--- config.mk ---
export PLATFORM = sky130hd
export DESIGN_NAME = sstf_cell
export DESIGN_NICKNAME = d
export VERILOG_FILES = /design/src/hw/rtl/sstf_pkg.sv /design/src/hw/rtl/sstf_cell.sv
export SDC_FILE = /design/constraint.sdc
export NUM_CORES = 1
export LEC_CHECK = 0
export BUFFER_PORTS_ARGS = -buffer_cell sky130_fd_sc_hd__buf_2
export CORE_ASPECT_RATIO = 0.6
export CORE_UTILIZATION = 34
export DETAILED_ROUTE_END_ITERATION = 6
export SKIP_LAST_GASP = 1
export SYNTH_ARGS = -nofsm -noshare
export SYNTH_HDL_FRONTEND = slang
export SYNTH_SLANG_ARGS = --single-unit
--- constraint.sdc ---
create_clock -name clk -period 3.9 [get_ports clk]
set_clock_uncertainty 0.1 [all_clocks]
set_input_delay 0.585 -clock clk [delete_from_list [all_inputs] [get_ports clk]]
set_output_delay 0.585 -clock clk [all_outputs]
set_load 0.02 [all_outputs]
--- src/hw/rtl/sstf_pkg.sv ---
// Shared types and constants for the SSTF disk request scheduler.
// No dependencies; imported by every module of the block.
`default_nettype none

package sstf_pkg;

    localparam int FIELD_BITS = 16;
    localparam int SUM_BITS   = 22;

    localparam logic [FIELD_BITS-1:0] DIST_MAX = 16'hFFFF;
    localparam logic [SUM_BITS-1:0]   SUM_MAX  = 22'h3FFFFF;

    typedef struct packed {
        logic [FIELD_BITS-1:0] track;
        logic                  last;
    } req_in_t;

    typedef struct packed {
        logic [FIELD_BITS-1:0] served_track;
        logic [FIELD_BITS-1:0] seek_distance;
        logic [SUM_BITS-1:0]   total_movement;
        logic                  overflow;
        logic                  final_res;
    } res_out_t;

    typedef struct packed {
        logic load;
        logic serve;
        logic clear;
    } cell_ctrl_t;

    typedef enum logic {
        ST_IDLE,
        ST_SCAN
    } sched_state_t;

endpackage

`default_nettype wire

--- src/hw/rtl/sstf_cell.sv ---
// One request slot of the scheduler chain: holds a track and its served bit,
// and passes the nearest-so-far candidate to its neighbor every cycle.
// Depends on sstf_pkg.
`default_nettype none

module sstf_cell
    import sstf_pkg::*;
#(
    parameter int TRACK_BITS = 16,
    parameter int IDX_BITS   = 5,
    parameter int INDEX      = 0
) (
    input  wire logic                  clk,
    input  wire logic                  rst_n,
    input  wire cell_ctrl_t            ctrl,
    input  wire logic [TRACK_BITS-1:0] head,
    input  wire logic [TRACK_BITS-1:0] load_track,
    input  wire logic                  in_found,
    input  wire logic [TRACK_BITS-1:0] in_dist,
    input  wire logic [TRACK_BITS-1:0] in_track,
    input  wire logic [IDX_BITS-1:0]   in_idx,
    output logic                       out_found,
    output logic [TRACK_BITS-1:0]      out_dist,
    output logic [TRACK_BITS-1:0]      out_track,
    output logic [IDX_BITS-1:0]        out_idx
);

    logic [TRACK_BITS-1:0] track_reg;
    logic                  valid_reg;
    logic                  served_reg;
    logic                  found_reg;
    logic [TRACK_BITS-1:0] dist_reg;
    logic [TRACK_BITS-1:0] cand_track_reg;
    logic [IDX_BITS-1:0]   idx_reg;

    logic [TRACK_BITS-1:0] own_dist;
    logic                  own_live;
    logic                  take_own;

    assign own_dist = (head >= track_reg) ? (head - track_reg) : (track_reg - head);
    assign own_live = valid_reg && !served_reg;
    // earlier cells win ties: replace only on strictly smaller distance
    assign take_own = own_live && (!in_found || (own_dist < in_dist));

    always_ff @(posedge clk)
    begin
        if (ctrl.load)
        begin
            track_reg <= load_track;
        end
        dist_reg       <= take_own ? own_dist : in_dist;
        cand_track_reg <= take_own ? track_reg : in_track;
        idx_reg        <= take_own ? IDX_BITS'(INDEX) : in_idx;
    end

    always_ff @(posedge clk or negedge rst_n)
    begin
        if (!rst_n)
        begin
            valid_reg  <= 1'b0;
            served_reg <= 1'b0;
            found_reg  <= 1'b0;
        end
        else
        begin
            found_reg <= take_own || in_found;
            if (ctrl.clear)
            begin
                valid_reg  <= 1'b0;
                served_reg <= 1'b0;
            end
            else if (ctrl.load)
            begin
                valid_reg  <= 1'b1;
                served_reg <= 1'b0;
            end
            else if (ctrl.serve)
            begin
                served_reg <= 1'b1;
            end
        end
    end

    assign out_found = found_reg;
    assign out_dist  = dist_reg;
    assign out_track = cand_track_reg;
    assign out_idx   = idx_reg;

endmodule

`default_nettype wire

==> results.py <==
metrics = {
    "outcome": {
        "status": "finished with violations",
        "violations": "negative setup slack",
    },
    "hold_path": {
        "min_from": "ctrl[0]",
        "hold-path-endpoint": "valid_reg",
        "holdPathStages": 2,
        "hp-class": "input pin to register",
    },
    "detailed_routing": {
        "route.detailed.drc": 0,
        "vias": 3735,
        "drtIter0Drc": 137,
        "wirelength_mm": 11.8,
        "vias_per_cell": 4.83,
        "avgRoutedWirePerCell_um": 15.2,
        "antenna_left": 0,
        "firstDrtPassIters": 4,
    },
    "timing": {
        "rsz0062_at_grt": "true",
        "whs_ns": 0.349,
        "finalSetupViolations": 36,
        "fin_crit_sh_pct": 103,
        "layout_setup_ws_ns": -0.135,
        "tightest_slew_ns": 0.483,
        "finalCriticalPeriod_ns": 4.04,
        "report.final.slew_viol_count": 0,
        "timing.slew.headroom_pct": 67.8,
        "hold_viol_final": 0,
        "fmax_ghz": 0.248,
    },
    "grt": {
        "grt_max_degree": 30,
        "track_usage_pct": 20.3,
        "antenna_found_initial": 0,
        "gr-total-overflow": 0,
        "grt_pass1_vias": 3771,
        "grt_first_pass_wirelength_mm": 18.9,
    },
    "placement": {
        "gp_congestion": 0.881,
        "dp_cells": 753,
        "place_area_um2": 5400,
        "place_hpwl_mm": 9.48,
        "portBuffers": 112,
    },
    "cts": {
        "clk_pin_slew_ns": 0.08,
        "clk_path_buf_depth": 2,
        "htree_levels": 2,
        "cts_buffers": 5,
        "tritoncts": "built",
        "clkLatencyLatePin_ns": 0.30,
        "clkSinkCount": 56,
        "root_buffer": "clkbuf_16",
    },
    "synth": {
        "syn_area_per_cell_um2": 9.21,
        "yosys_register_bits": 56,
        "syn_area_um2": 3880,
        "yosysWarningCount": 0,
        "synthesis.nets": 544,
        "async_reset_ff_share_pct": 5.36,
        "synth_edf_count": 16,
        "ys_types": 60,
        "yosysSeqAreaShare_pct": 33.4,
        "synth_top_flop_cell": "dfxtp_1",
        "postSynthCellCount": 421,
    },
    "floorplan": {
        "die_y_um": 84.7,
        "die_area_um2": 11800,
        "pin_count": 113,
        "row_count": 29,
        "coreArea_um2": 10800,
        "dieWidth_um": 140,
        "initial_utilization_pct": 35.9,
    },
    "critical_path": {
        "crit_fanout": 6,
        "crit_chain": "buf_4 -> inv_12 -> ha_4 -> inv_2 -> fa_2 -> nand3_2 -> nand2_4 -> o311ai_4 -> and2_4 -> buf_6 -> mux2i_2 -> xnor2_1 -> ha_2 -> o211ai_1 -> o21ai_1 -> a31oi_2 -> buf_4 -> o311ai_4 -> buf_2 -> o21ai_0",
        "worstSetupStartpointType": "input pin",
        "r2r_slack_ns": -0.11,
        "r2r_start": "track_reg[0]",
        "crit_buf_inv": 6,
        "worstPathArrival_ns": 4.12,
        "worst_path_largest_cell_delay_ns": 0.42,
        "critPathKind": "input pin to register",
        "crit_required_ns": 3.98,
        "slowest_stage": "o311ai_4",
        "end_kind": "register",
        "ff2ff_path_depth": 18,
        "cp_top_family": "compound AO/OA/AOI/OAI gates",
        "rr_endpoint": "out_track[2]",
    },
    "cells_and_area": {
        "stdcell_count": 773,
        "drive_above_1_share_pct": 48.3,
        "num_antenna_cells": 0,
        "fin_area_um2": 5910,
        "layout.nets": 756,
        "utilization_pct": 54.6,
        "syn_to_final_growth_pct": 52.3,
    },
    "flow_run": {
        "maxCapViolations": 0,
    },
    "pwr": {
        "ir_drop_v": 0.000218,
        "power_density_nw_per_um2": 405,
        "power.leakage_uw": 0.00299,
    },
}
report_power, final:
part	leakage, uW	switching, uW	internal, uW
logic	0.00240	585	574
registers	0.000505	23.8	678
clock network	0.0000804	225	306
total	0.00299	833	1560
metrics by stage:
stage | power [uW] | setup TNS (ns) | worst slack [ns]
6_report | 2390 | -3.14 | -0.135
4_1_cts | 2340 | -3.30 | -0.145
3_3_place_gp | 1720 | -14.93 | -0.481
2_1_floorplan | 1320 | -3.54 | -0.220
5_1_grt | 2540 | -9.86 | -0.311
3_5_place_dp | 1750 | -18.42 | -0.572
kinds of logic after synthesis:
logic type / after synthesis / synth area share [%]
AO/OA/AOI/OAI: 123 / 21.7
AND/OR/NAND/NOR: 87 / 11.8
buffers and inverters: 73 / 8.20
flip-flops: 56 / 33.4
adder cells (fa/ha/maj): 48 / 15.9
multiplexers: 21 / 6.07
XOR/XNOR: 13 / 2.94
cell usage after synthesis, types with 5 or more instances:
cell type / instances / area [um2]
o21bai_1: 6 / 45.0
mux2i_1: 6 / 60.1
nor2_1: 11 / 41.3
o21ai_0: 29 / 145
a31oi_1: 5 / 31.3
xnor2_1: 8 / 70.1
inv_1: 54 / 203
buf_2: 10 / 50.1
and3_1: 7 / 43.8
nand2_1: 29 / 109
a21o_1: 16 / 120
clkbuf_1: 5 / 18.8
a21oi_1: 32 / 160
and2_1: 7 / 43.8
dfxtp_1: 37 / 741
xor2_1: 5 / 43.8
edfxtp_1: 16 / 480
ha_1: 46 / 576
o211ai_1: 5 / 37.5
mux2_2: 13 / 146
nand3_1: 5 / 25.0
nand2b_1: 6 / 37.5
how the worst max path moves through the flow:
stage | from | to | slack, ns | cells past startpoint
4_1_cts | track_reg[0] | out_dist[14] | -0.15 | 17
3_3_place_gp | head[0] | out_dist[6] | -0.48 | 18
5_1_grt | track_reg[0] | out_track[6] | -0.31 | 18
3_5_place_dp | head[0] | out_dist[7] | -0.57 | 17
2_1_floorplan | head[0] | out_dist[10] | -0.22 | 20
6_report | head[0] | out_track[2] | -0.14 | 20
per-layer routing:
| metal | global-route usage [%] | vias up | wire length (um) |
|---|---|---|---|
| met1 | 31.3 | 1707 | 6340 |
| met3 | 4.73 | 4 | 738 |
| met2 | 28.1 | 124 | 4620 |
| met4 | 3.80 | 0 | 56 |
| li1 | - | 1900 | - |
| met5 | 0 | - | 0 |
cell type report:
cell class / instances / area (um2)
Fill cell: 1008 / 4910
Multi-Input combinational cell: 292 / 2590
Timing Repair Buffer: 224 / 1460
Sequential cell: 56 / 1300
Inverter: 54 / 218
Tap cell: 139 / 174
Clock buffer: 5 / 125
Clock inverter: 3 / 46.3
cells in the final DEF, fill, tap and decap left out, drive strengths merged, types with 2 or more instances in the layout:
| cell type | n |
|---|---|
| o311ai | 2 |
| buf | 223 |
| nor2 | 11 |
| edfxtp | 16 |
| nand4 | 4 |
| nor3 | 4 |
| and2 | 8 |
| o21a | 3 |
| and3 | 8 |
| and4 | 2 |
| o211ai | 5 |
| fa | 2 |
| dfxtp | 37 |
| dfrtp | 3 |
| o311a | 2 |
| nor2b | 2 |
| inv | 55 |
| a211oi | 4 |
| o21bai | 6 |
| a221oi | 2 |
| nand2b | 6 |
| nand2 | 31 |
| a21o | 16 |
| xnor2 | 8 |
| mux2 | 14 |
| clkbuf | 5 |
| a211o | 2 |
| ha | 46 |
| o21ai | 30 |
| a2111oi | 3 |
| a31oi | 5 |
| xor2 | 5 |
| a21oi | 33 |
| nand3 | 5 |
| or2 | 2 |
| a2111o | 2 |
| mux2i | 7 |
timing repair:
item,CTS,global route
setup endpoints to repair,37,37
buffers inserted,6,5
hold buffers,1,0
endpoints found under the hold margin,3,0
gates resized for setup,26,33
cloned,0,1
pin swaps,19,11
No activity file was read; power rests on OpenSTA's default activity.
